$ cat config.mk
export PLATFORM = sky130hd
export DESIGN_NAME = wheel_odometry_velocity
export DESIGN_NICKNAME = d
export VERILOG_FILES = /design/src/rtl/wov_pkg.sv /design/src/rtl/wov_ctrl.sv /design/src/rtl/wov_dp.sv /design/src/rtl/wheel_odometry_velocity.sv
export SDC_FILE = /design/constraint.sdc
export NUM_CORES = 2
export LEC_CHECK = 0
export BUFFER_PORTS_ARGS = -buffer_cell sky130_fd_sc_hd__buf_2
export CORE_ASPECT_RATIO = 2
export CORE_MARGIN = 2
export CORE_UTILIZATION = 54
export CTS_CLUSTER_SIZE = 30
export DETAILED_ROUTE_END_ITERATION = 16
export GPL_TIMING_DRIVEN = 0
export PLACE_DENSITY = 0.76
export SLEW_MARGIN = 10
export SYNTH_ARGS = -nofsm -noshare
export SYNTH_HDL_FRONTEND = slang
export SYNTH_SLANG_ARGS = --single-unit
export TNS_END_PERCENT = 100
$ cat constraint.sdc
create_clock -name clk_i -period 12.1 [get_ports clk_i]
set_input_delay 2.42 -clock clk_i [delete_from_list [all_inputs] [get_ports clk_i]]
set_output_delay 2.42 -clock clk_i [all_outputs]
set_load 0.01 [all_outputs]
$ cat src/rtl/wov_pkg.sv
// Shared types, register indexes and helper functions for the wheel odometry
// velocity block. No dependencies; used by wov_ctrl, wov_dp and the top level.
`timescale 1ns / 1ps
package wov_pkg;

  localparam int unsigned CountWidth   = 16;
  localparam int unsigned TickWidth    = 16;
  localparam int unsigned CfgAddrWidth = 2;
  localparam int unsigned CfgDataWidth = 32;
  localparam int unsigned SpeedWidth   = 32;
  localparam int unsigned PulseWidth   = 16;

  localparam logic [CountWidth-1:0] CountMax = '1;
  localparam logic [TickWidth-1:0]  TickMax  = '1;

  // register indexes on the config port
  localparam logic [CfgAddrWidth-1:0] RegWindowTicks   = 2'd0;
  localparam logic [CfgAddrWidth-1:0] RegSpeedPerPulse = 2'd1;
  localparam logic [CfgAddrWidth-1:0] RegInvWheelbase  = 2'd2;

  localparam logic [TickWidth-1:0]  WindowTicksRst   = 16'd250;
  localparam logic [SpeedWidth-1:0] SpeedPerPulseRst = 32'd0;
  localparam logic [SpeedWidth-1:0] InvWheelbaseRst  = 32'd152409;

  typedef enum logic [2:0] {
    ST_IDLE,
    ST_MUL_L,
    ST_MUL_R,
    ST_SAT_R,
    ST_MAG,
    ST_MUL_W,
    ST_FIN
  } ctrl_state_e;

  typedef enum logic [2:0] {
    OP_NONE,
    OP_MUL_L,
    OP_MUL_R,
    OP_SAT_R,
    OP_MAG,
    OP_MUL_W,
    OP_LOAD
  } dp_op_e;

  typedef struct packed {
    logic   accept;
    dp_op_e op;
  } cmd_t;

  typedef struct packed {
    logic close;
  } sts_t;

  function automatic logic [PulseWidth-1:0] sat_pulses(input logic [CountWidth-1:0] c);
    logic [31:0] w;
    w = 32'(c);
    return (w > 32'h0000_FFFF) ? 16'hFFFF : w[15:0];
  endfunction

  function automatic logic [SpeedWidth-1:0] sat_speed(input logic [63:0] p);
    return (p[63:32] != 32'd0) ? 32'hFFFF_FFFF : p[31:0];
  endfunction

endpackage

$ cat src/rtl/wov_ctrl.sv
// Sequencer for the window math: walks the shared multiplier through the
// speed and turn-rate steps and owns the output word valid flag. Uses wov_pkg.
`timescale 1ns / 1ps
module wov_ctrl (
  input  logic              clk_i,
  input  logic              rst_ni,
  input  logic              s_valid_i,
  input  logic              m_ready_i,
  input  wov_pkg::sts_t     sts_i,
  output logic              s_ready_o,
  output logic              m_valid_o,
  output wov_pkg::cmd_t     cmd_o
);

  wov_pkg::ctrl_state_e state_q, state_d;
  logic out_valid_q, out_valid_d;

  always_ff @(posedge clk_i or negedge rst_ni) begin
    if (!rst_ni) begin
      state_q     <= wov_pkg::ST_IDLE;
      out_valid_q <= 1'b0;
    end else begin
      state_q     <= state_d;
      out_valid_q <= out_valid_d;
    end
  end

  always_comb begin
    state_d       = state_q;
    cmd_o.accept  = 1'b0;
    cmd_o.op      = wov_pkg::OP_NONE;
    s_ready_o     = 1'b0;
    case (state_q)
      wov_pkg::ST_IDLE: begin
        s_ready_o    = 1'b1;
        cmd_o.accept = s_valid_i;
        if (s_valid_i && sts_i.close) state_d = wov_pkg::ST_MUL_L;
      end
      wov_pkg::ST_MUL_L: begin
        cmd_o.op = wov_pkg::OP_MUL_L;
        state_d  = wov_pkg::ST_MUL_R;
      end
      wov_pkg::ST_MUL_R: begin
        cmd_o.op = wov_pkg::OP_MUL_R;
        state_d  = wov_pkg::ST_SAT_R;
      end
      wov_pkg::ST_SAT_R: begin
        cmd_o.op = wov_pkg::OP_SAT_R;
        state_d  = wov_pkg::ST_MAG;
      end
      wov_pkg::ST_MAG: begin
        cmd_o.op = wov_pkg::OP_MAG;
        state_d  = wov_pkg::ST_MUL_W;
      end
      wov_pkg::ST_MUL_W: begin
        cmd_o.op = wov_pkg::OP_MUL_W;
        state_d  = wov_pkg::ST_FIN;
      end
      wov_pkg::ST_FIN: begin
        // hold here until the output register is free
        if (!out_valid_q || m_ready_i) begin
          cmd_o.op = wov_pkg::OP_LOAD;
          state_d  = wov_pkg::ST_IDLE;
        end
      end
      default: state_d = wov_pkg::ST_IDLE;
    endcase
  end

  always_comb begin
    out_valid_d = out_valid_q;
    if (cmd_o.op == wov_pkg::OP_LOAD) out_valid_d = 1'b1;
    else if (m_ready_i)               out_valid_d = 1'b0;
  end

  assign m_valid_o = out_valid_q;

endmodule

$ cat src/rtl/wov_dp.sv
// Datapath: config registers, edge and tick counters, window snapshot, one
// shared 32x32 multiplier and the result register. Uses wov_pkg.
`timescale 1ns / 1ps
module wov_dp (
  input  logic                                   clk_i,
  input  logic                                   rst_ni,
  input  logic                                   cfg_we_i,
  input  logic [wov_pkg::CfgAddrWidth-1:0]        cfg_addr_i,
  input  logic [wov_pkg::CfgDataWidth-1:0]        cfg_wdata_i,
  input  logic                                   left_edge_i,
  input  logic                                   right_edge_i,
  input  logic                                   ms_tick_i,
  input  wov_pkg::cmd_t                          cmd_i,
  output wov_pkg::sts_t                          sts_o,
  output logic [wov_pkg::PulseWidth-1:0]         left_pulses_o,
  output logic [wov_pkg::PulseWidth-1:0]         right_pulses_o,
  output logic [wov_pkg::SpeedWidth-1:0]         left_speed_o,
  output logic [wov_pkg::SpeedWidth-1:0]         right_speed_o,
  output logic [wov_pkg::SpeedWidth-1:0]         linear_speed_o,
  output logic signed [wov_pkg::SpeedWidth-1:0]  angular_rate_o
);

  localparam int unsigned CW = wov_pkg::CountWidth;
  localparam int unsigned TW = wov_pkg::TickWidth;
  localparam int unsigned SW = wov_pkg::SpeedWidth;

  logic [TW-1:0] window_q;
  logic [SW-1:0] spp_q, iwb_q;

  logic [CW-1:0] left_q, right_q, left_d, right_d, left_bump, right_bump;
  logic [TW-1:0] tick_q, tick_d, tick_bump, win;
  logic          close;

  logic [CW-1:0] lc_q, rc_q;
  logic [SW-1:0] ls_q, rs_q, mag_q, lin_q;
  logic          neg_q;
  logic [SW-1:0] mul_a, mul_b;
  logic [63:0]   prod_q;
  logic [SW:0]   sum;
  logic [47:0]   q48;
  logic [SW-1:0] qc, ang;

  always_ff @(posedge clk_i or negedge rst_ni) begin
    if (!rst_ni) begin
      window_q <= wov_pkg::WindowTicksRst;
      spp_q    <= wov_pkg::SpeedPerPulseRst;
      iwb_q    <= wov_pkg::InvWheelbaseRst;
    end else if (cfg_we_i) begin
      case (cfg_addr_i)
        wov_pkg::RegWindowTicks:   window_q <= cfg_wdata_i[TW-1:0];
        wov_pkg::RegSpeedPerPulse: spp_q    <= cfg_wdata_i[SW-1:0];
        wov_pkg::RegInvWheelbase:  iwb_q    <= cfg_wdata_i[SW-1:0];
        default: ;
      endcase
    end
  end

  // edges that come with the closing tick belong to the closing window
  always_comb begin
    left_bump  = (left_edge_i && left_q != wov_pkg::CountMax) ? left_q + CW'(1) : left_q;
    right_bump = (right_edge_i && right_q != wov_pkg::CountMax) ? right_q + CW'(1) : right_q;
    tick_bump  = (ms_tick_i && tick_q != wov_pkg::TickMax) ? tick_q + TW'(1) : tick_q;
    win        = (window_q == '0) ? TW'(1) : window_q;
    close      = ms_tick_i && (tick_bump >= win);
    sts_o.close = close;

    left_d  = left_q;
    right_d = right_q;
    tick_d  = tick_q;
    if (cmd_i.accept) begin
      if (close) begin
        left_d  = '0;
        right_d = '0;
        tick_d  = '0;
      end else begin
        left_d  = left_bump;
        right_d = right_bump;
        tick_d  = tick_bump;
      end
    end
  end

  always_ff @(posedge clk_i or negedge rst_ni) begin
    if (!rst_ni) begin
      left_q  <= '0;
      right_q <= '0;
      tick_q  <= '0;
    end else begin
      left_q  <= left_d;
      right_q <= right_d;
      tick_q  <= tick_d;
    end
  end

  always_comb begin
    case (cmd_i.op)
      wov_pkg::OP_MUL_L: begin
        mul_a = SW'(lc_q);
        mul_b = spp_q;
      end
      wov_pkg::OP_MUL_R: begin
        mul_a = SW'(rc_q);
        mul_b = spp_q;
      end
      default: begin
        mul_a = mag_q;
        mul_b = iwb_q;
      end
    endcase
    sum = {1'b0, ls_q} + {1'b0, rs_q};
    // turn rate: drop 16 fraction bits, clamp, apply sign
    q48 = prod_q[63:16];
    if (neg_q) begin
      qc  = (q48 > 48'h0000_8000_0000) ? 32'h8000_0000 : q48[31:0];
      ang = 32'd0 - qc;
    end else begin
      qc  = q48[31:0];
      ang = (q48 > 48'h0000_7FFF_FFFF) ? 32'h7FFF_FFFF : q48[31:0];
    end
  end

  always_ff @(posedge clk_i) begin
    if (cmd_i.accept && close) begin
      lc_q <= left_bump;
      rc_q <= right_bump;
    end
    case (cmd_i.op)
      wov_pkg::OP_MUL_L: prod_q <= mul_a * mul_b;
      wov_pkg::OP_MUL_R: begin
        ls_q   <= wov_pkg::sat_speed(prod_q);
        prod_q <= mul_a * mul_b;
      end
      wov_pkg::OP_SAT_R: rs_q <= wov_pkg::sat_speed(prod_q);
      wov_pkg::OP_MAG: begin
        neg_q <= ls_q > rs_q;
        mag_q <= (ls_q > rs_q) ? ls_q - rs_q : rs_q - ls_q;
        lin_q <= sum[SW:1];
      end
      wov_pkg::OP_MUL_W: prod_q <= mul_a * mul_b;
      wov_pkg::OP_LOAD: begin
        left_pulses_o  <= wov_pkg::sat_pulses(lc_q);
        right_pulses_o <= wov_pkg::sat_pulses(rc_q);
        left_speed_o   <= ls_q;
        right_speed_o  <= rs_q;
        linear_speed_o <= lin_q;
        angular_rate_o <= ang;
      end
      default: ;
    endcase
  end

endmodule

$ cat src/rtl/wheel_odometry_velocity.sv
// Wheel odometry velocity: edge/tick counting with window speed math.
// A window-closing word walks MUL_L, MUL_R, SAT_R, MAG, MUL_W and FIN, which
// loads the result once the output is free. Throughput: one word per cycle;
// a closing word blocks input through FIN as the shared multiplier runs three products.
// Reset (async, active low) clears counters and valid, loads default config.
`timescale 1ns / 1ps
module wheel_odometry_velocity (
  input  logic                               clk_i,
  input  logic                               rst_ni,
  input  logic                               cfg_we_i,
  input  logic [wov_pkg::CfgAddrWidth-1:0]    cfg_addr_i,
  input  logic [wov_pkg::CfgDataWidth-1:0]    cfg_wdata_i,
  input  logic                               s_axis_tvalid,
  output logic                               s_axis_tready,
  // [0] left_edge, [1] right_edge, [2] ms_tick, [7:3] zero
  input  logic [7:0]                         s_axis_tdata,
  output logic                               m_axis_tvalid,
  input  logic                               m_axis_tready,
  // [15:0] left_pulses, [31:16] right_pulses, [63:32] left_speed,
  // [95:64] right_speed, [127:96] linear_speed, [159:128] angular_rate
  output logic [159:0]                       m_axis_tdata
);

  wov_pkg::cmd_t cmd;
  wov_pkg::sts_t sts;

  logic [wov_pkg::PulseWidth-1:0]        left_pulses, right_pulses;
  logic [wov_pkg::SpeedWidth-1:0]        left_speed, right_speed, linear_speed;
  logic signed [wov_pkg::SpeedWidth-1:0] angular_rate;

  wov_ctrl u_ctrl (
    .clk_i     (clk_i),
    .rst_ni    (rst_ni),
    .s_valid_i (s_axis_tvalid),
    .m_ready_i (m_axis_tready),
    .sts_i     (sts),
    .s_ready_o (s_axis_tready),
    .m_valid_o (m_axis_tvalid),
    .cmd_o     (cmd)
  );

  wov_dp u_dp (
    .clk_i          (clk_i),
    .rst_ni         (rst_ni),
    .cfg_we_i       (cfg_we_i),
    .cfg_addr_i     (cfg_addr_i),
    .cfg_wdata_i    (cfg_wdata_i),
    .left_edge_i    (s_axis_tdata[0]),
    .right_edge_i   (s_axis_tdata[1]),
    .ms_tick_i      (s_axis_tdata[2]),
    .cmd_i          (cmd),
    .sts_o          (sts),
    .left_pulses_o  (left_pulses),
    .right_pulses_o (right_pulses),
    .left_speed_o   (left_speed),
    .right_speed_o  (right_speed),
    .linear_speed_o (linear_speed),
    .angular_rate_o (angular_rate)
  );

  assign m_axis_tdata = {angular_rate, linear_speed, right_speed, left_speed,
                         right_pulses, left_pulses};

  // a closing word starts the multiply sequence on the next cycle
  a_close_starts: assert property (@(posedge clk_i) disable iff (!rst_ni)
    (s_axis_tvalid && s_axis_tready && sts.close) |=> (cmd.op == wov_pkg::OP_MUL_L))
    else $error("window close did not start the speed sequence");

  // turn rate sign follows the wheel speed order
  a_turn_neg: assert property (@(posedge clk_i) disable iff (!rst_ni)
    (m_axis_tvalid && left_speed > right_speed) |-> (angular_rate <= 0))
    else $error("turn rate sign wrong for left faster than right");

  a_turn_pos: assert property (@(posedge clk_i) disable iff (!rst_ni)
    (m_axis_tvalid && right_speed >= left_speed) |-> (angular_rate >= 0))
    else $error("turn rate sign wrong for right faster than left");

  // mean speed lies between the two wheel speeds
  a_linear_range: assert property (@(posedge clk_i) disable iff (!rst_ni)
    m_axis_tvalid |-> ((linear_speed >= left_speed || linear_speed >= right_speed) &&
                       (linear_speed <= left_speed || linear_speed <= right_speed)))
    else $error("linear speed outside wheel speed range");

endmodule
Yosys cells after proc, flatten, opt, wreduce, memory -nomap -nowiden --
Index checks and enable logic that the tools add are counted. Widths: inputs -> output; s select.
Cells by class: order comparisons 4, add/subtract/negate cells 7, reductions and logical operators 19, eq/ne operators 19, muxes and demuxes 23, multipliers 1
Operators by type and width (count):
- $mux 32 | 6
- $mux 16 | 7
- $mul 32x32->64 | 1
- $pmux 32 s2 | 1
- $sub 32x32->32 | 2
- $add 16x1->16 const B | 3
- $gt 48x31->1 const B | 1
- $gt 48x32->1 const B | 1
- $ne 16x16->1 const B | 3
- $add 32x32->33 | 1
- $gt 32x32->1 | 1
- $reduce_bool 32->1 | 1
- $sub 1x32->32 const A | 1
- $pmux 3 s7 | 1
- $eq 3x3->1 const B | 6
- $pmux 3 s6 | 1
- $ge 16x16->1 | 1
- $logic_not 16->1 | 1
- $eq 3x2->1 const B | 4
- $mux 3 | 3
- $reduce_and 2->1 | 4
- $eq 3x1->1 const B | 2
- $logic_and 1x1->1 | 6
- $mux 1 | 4
- other kinds (10) | 11
Word-level totals: register bits after elaboration 517, input port bits 47

Logic depth before layout (Yosys ltp) --
depth in word-level cells 8, depth in mapped cells 38, mapped depth without buffers 34

Modules after synthesis --
A second synthesis with hierarchy kept.
Unflattened totals: cells, all modules 5892, area, all modules 58133.3 sq um
Modules (own cells, without submodules):
- wov_dp | times used 1, cells an instance 5868, sequential area each 14782.9 sq um, area an instance 57896.8 sq um
- wov_ctrl | times used 1, cells an instance 24, sequential area each 100.1 sq um, area an instance 236.5 sq um

Worst setup path after synthesis --
No wires, ideal clock.
path type input to register, start input port m_axis_tready, end register u_dp.angular_rate_o[0] in the netlist's numbering (enable), arrival time 9.257 ns, library setup time 0.682 ns, required time 11.418 ns, path buffers 0, cell stages on the path 3, setup slack 2.161 ns, path through nand2b_1 > nand2_1 > nor2_1
Between the ends: word-level cells in the longest chain between the ends 4
Ends and longest elaborated chain:
- start, declared | line wheel_odometry_velocity.sv:18 | input logic m_axis_tready,
- $logic_or 1x1->1 | line wov_ctrl.sv:61 | if (!out_valid_q || m_ready_i) begin
- $mux 3 | line wov_ctrl.sv:61
- $pmux 3 s6 | line wov_ctrl.sv:33 | case (state_q)
- $eq 3x3->1 | line wov_dp.sv:127 | case (cmd_i.op)
- end signal, assigned | line wov_dp.sv:146 | angular_rate_o <= ang;
- end, declared | line wov_dp.sv:20 | output logic signed [wov_pkg::SpeedWidth-1:0] angular_rate_o
Every way passes these cells. A chain may end at the register's enable or synchronous reset.

Worst setup path in the final report --
start register u_ctrl.state_q[1], end register u_dp.prod_q[58], data pin
Between the ends: word-level cells in the longest chain between the ends 6
Ends and longest elaborated chain:
- start, declared | line wov_ctrl.sv:15 | wov_pkg::ctrl_state_e state_q, state_d;
- start signal, assigned | line wov_ctrl.sv:20 | state_q <= wov_pkg::ST_IDLE;
- start signal, assigned | line wov_ctrl.sv:23 | state_q <= state_d;
- $eq 3x3->1, or another cell as far along | line wov_ctrl.sv:33
- $pmux 3 s6 (*) | line wov_ctrl.sv:33
- $eq 3x1->1 / $eq 3x2->1 (equally long branches) | line wov_dp.sv:96, wov_dp.sv:127
- $reduce_or 2->1 (no line)
- $mux 32 | line wov_dp.sv:96 | case (cmd_i.op)
- $mul 32x32->64 (*) | line wov_dp.sv:128, wov_dp.sv:131, wov_dp.sv:139
- end signal, assigned | line wov_dp.sv:128 | wov_pkg::OP_MUL_L: prod_q <= mul_a * mul_b;
- end signal, assigned | line wov_dp.sv:131 | prod_q <= mul_a * mul_b;
- end signal, assigned | line wov_dp.sv:139 | wov_pkg::OP_MUL_W: prod_q <= mul_a * mul_b;
- end, declared | line wov_dp.sv:38 | logic [63:0] prod_q;
Mark *: on every way between the ends. The rest lies on a longest branch, timed or not.

==> impl_results.md <==
- GR Overflow Total: 0
- Initial Util: 54.39%
- CP Data Required Time: roughly 13000 ps
- TritonRoute pass-1 iters: 8
- Outcome: finished with violations
- Worst reg-to-reg setup slack: approximately 270 ps
- DP HPWL: roughly 210000 um
- Vias in the first global route: between 50000 and 60000
- Hold Path Class: reg -> reg
- Clock Sinks: a little over 500
- Num CTS Buffers: between 40 and 50
- Slowest CP cell: fa_1
- P&R area growth vs syn: 8.650%
- Failing checks: capacitance limit, slew limit
- Final Hold Fails: 0
- DRC Markers: 0
- Antenna viol nets, final: 0
- Clock latency on the worst-skew pair: around 710 ps
- Register area: between 0.01 and 0.015 sq mm
- Crit path DAT: around 12000 ps
- Root buffer cell: clkbuf_16
- Layout Cells excl Fill: 7730
- GRT Max-Usage Layer: met2
- Nets: 7605
- Vias: a little under 50000
- Primary FF master, synth: edfxtp_1
- Worst slew pin tran: between 1500 and 2000 ps
- CTS tree: built
- Number of port buffers: ~200
- Leading cell types in the layout, fill and taps excluded: inv_1, fa_1, nand2_1
- Dpl cells: around 7600
- Clock Path Buffers: 3
- Syn_nets: 7333
- # fillers: around 9400
- CP Class: reg -> reg
- Core ar.: between 0.1 and 0.15 sq mm
- Post-synth EDFFs: 385
- Period minus WS final: roughly 12000 ps
- Slew margin rel.: -8.351%
- Share of cells above drive strength 1: about 8.6%
- H-tree depth: 2
- Met3 Use GR: 14.21%
- FF+latch count, synth: 517
- Post-synthesis cell type count: 86
- Slew Limit Fails: 5
- CP dominant cell by count: fa_1
- Die Height: ~470 um
- Post-Synthesis Cell Area: 0.05830 sq mm
- Critical path endpoint: u_dp.prod_q[58]
- CP Launch Type: flop
- Area of the multi-input gates: around 0.039 sq mm
- Max Cap Viol: 1
- Fmax: 84.55 MHz
- FF-to-FF path depth: 33
- Die Width: between 200 and 250 um
- WL/cell: ~34 um
- Die ar.: between 0.1 and 0.15 sq mm
- Synth async-reset ratio: 25.53%
- Post-CTS Setup Bufs: 0
- Hold buffer count at cts: 0
- Initial antenna violation count: 28
- Commonest non-fill, non-tap cell in the layout: inv_1
- Largest net degree at the start of global routing: 97
- Final setup fails: 0
- Final worst-path cycle share: a little over nine tenths
- CP peak stage delay: 1220 ps
- Worst r2r src: u_ctrl.state_q[1]
- Post-CTS sizing: 24
- Cell count after synthesis: approximately 6000
- Global Route Usage Sum: between 40% and 50%
- Average size of a mapped cell: slightly below 10 sq um
- Met1 GRT Util: a little over two fifths
- Initial DRC count: between 4000 and 5000
- Vias per Instance: about 6.4
- Launch point of the worst path: u_ctrl.state_q[1]
- Register area share after synthesis: 25.53%
- Global-route wire length before repair: between 300000 and 400000 um
- Reg-to-reg critical path endpoint: u_dp.prod_q[58]
- Post-Route Skew: 100.4 ps
- Synth warnings: 0
- Clock slew seen by the registers of the worst setup and hold paths: 70 ps
- Placer Congestion: about 1.1
- Kind of end point of the critical path: flop
- Num rows: 170
- IO Count: between 200 and 250
- Grt met2 use: between 80% and 90%
- Final wirelength: around 270000 um
- Crit-path max FO: 10
[synth_stat cells, drive strengths merged, types with 9 or more instances]
master / instances / area (sq um)
inv: 1022 / 3836
fa: 899 / 18000
nand2: 770 / 2890
nor2: 474 / 1782
edfxtp: 385 / 11560
ha: 378 / 4730
clkbuf: 293 / 1104
and3: 252 / 1577
a21oi: 247 / 1244
o21ai: 203 / 1035
dfrtp: 117 / 2928
xnor2: 111 / 972.2
a21o: 75 / 570.5
mux2: 65 / 732.0
xor2: 52 / 455.4
or2: 47 / 294.0
nand2b: 45 / 281.5
nand3: 41 / 205.2
mux2i: 40 / 400.4
nor3: 40 / 200.2
and2: 37 / 231.5
o31ai: 35 / 262.8
o21bai: 33 / 247.7
buf: 32 / 151.4
nand4: 32 / 200.2
or3: 30 / 197.7
o22ai: 26 / 162.7
o21a: 24 / 180.2
a31oi: 20 / 125.1
nor2b: 20 / 125.1
a211oi: 16 / 120.1
dfstp: 15 / 394.1
nor4: 14 / 87.58
o311ai: 10 / 87.58
o211ai: 9 / 67.56
[worst max-delay path: cells and delay by family (launching register included)]
kind	cells	cell delay [ps]
xor+xnor	1	110
compound gates	8	1770
simple gates	6	1490
flops	1	570
buf+inv	9	2510
fa+ha+maj	9	5060
[final cells by class]
class,instances,share of cell area (%)
multi-input combinational,4139,60.79
sequential,517,23.49
inverter,1028,6.097
tap,1376,2.718
timing repair buffer,230,2.212
buffer,319,2.038
clock buffer,51,1.910
clock inverter,34,0.6004
antenna,36,0.1422
[sequential cells by signal (all words and copies together), names as in the netlist]
name,flops
u_dp.prod_q,64
u_dp.angular_rate_o,32
u_dp.iwb_q,32
u_dp.left_speed_o,32
u_dp.lin_q,32
u_dp.linear_speed_o,32
u_dp.ls_q,32
u_dp.mag_q,32
u_dp.right_speed_o,32
u_dp.rs_q,32
u_dp.spp_q,32
u_dp.lc_q,16
u_dp.left_pulses_o,16
u_dp.left_q,16
u_dp.rc_q,16
u_dp.right_pulses_o,16
u_dp.right_q,16
u_dp.tick_q,16
u_dp.window_q,16
u_ctrl.state_q,3
u_ctrl.m_valid_o,1
u_dp.neg_q,1
[how the worst min path moves through the flow]
stage	start	end	slack, ps	depth (start not counted)
after floorplan	u_dp.lin_q[0]	u_dp.linear_speed_o[0]	400	0
after global placement	u_dp.lin_q[26]	u_dp.linear_speed_o[26]	400	0
after detailed placement	u_dp.lin_q[0]	u_dp.linear_speed_o[0]	400	0
after CTS	u_dp.lin_q[27]	u_dp.linear_speed_o[27]	420	0
after global routing	u_dp.lin_q[6]	u_dp.linear_speed_o[6]	420	0
final	u_dp.lin_q[0]	u_dp.linear_speed_o[0]	420	0
[routing by layer]
layer	vias to the layer above	share of wire, %
li1	19760	-
met1	24490	27
met2	3296	48
met3	1672	8.6
met4	12	16
met5	-	0.025
[cells by family (layout without fill, tap and decap cells)]
logic type / after synthesis / in the layout / synth area share, %
flops: 517 / 517 / 25.53
fa+ha+maj: 1277 / 1277 / 38.98
mux: 105 / 105 / 1.942
other cells: 0 / 36 / 0
buf+inv: 1353 / 1662 / 8.771
simple gates: 1818 / 1818 / 14.07
compound gates: 776 / 776 / 8.260
xor+xnor: 163 / 163 / 2.449
[through the flow]
step | worst slack [ps] | util [%] | hold WS [ps] | setup TNS, ps | area [sq um]
floorplan | 2161 | - | 400.3 | 0 | 58300
global placement | -1151 | 56.94 | 400.7 | -97410 | 61040
detailed placement | -1220 | 57.37 | 404.5 | -20060 | 61510
CTS | 147.4 | 58.90 | 421.7 | 0 | 63140
global route | -57.02 | 59.06 | 424.6 | -57.02 | 63320
finish | 272.1 | 59.09 | 419.3 | 0 | 63350
Power is not shown: default switching activity piles up to over one toggle a cycle in this logic, so the estimate is an artifact.
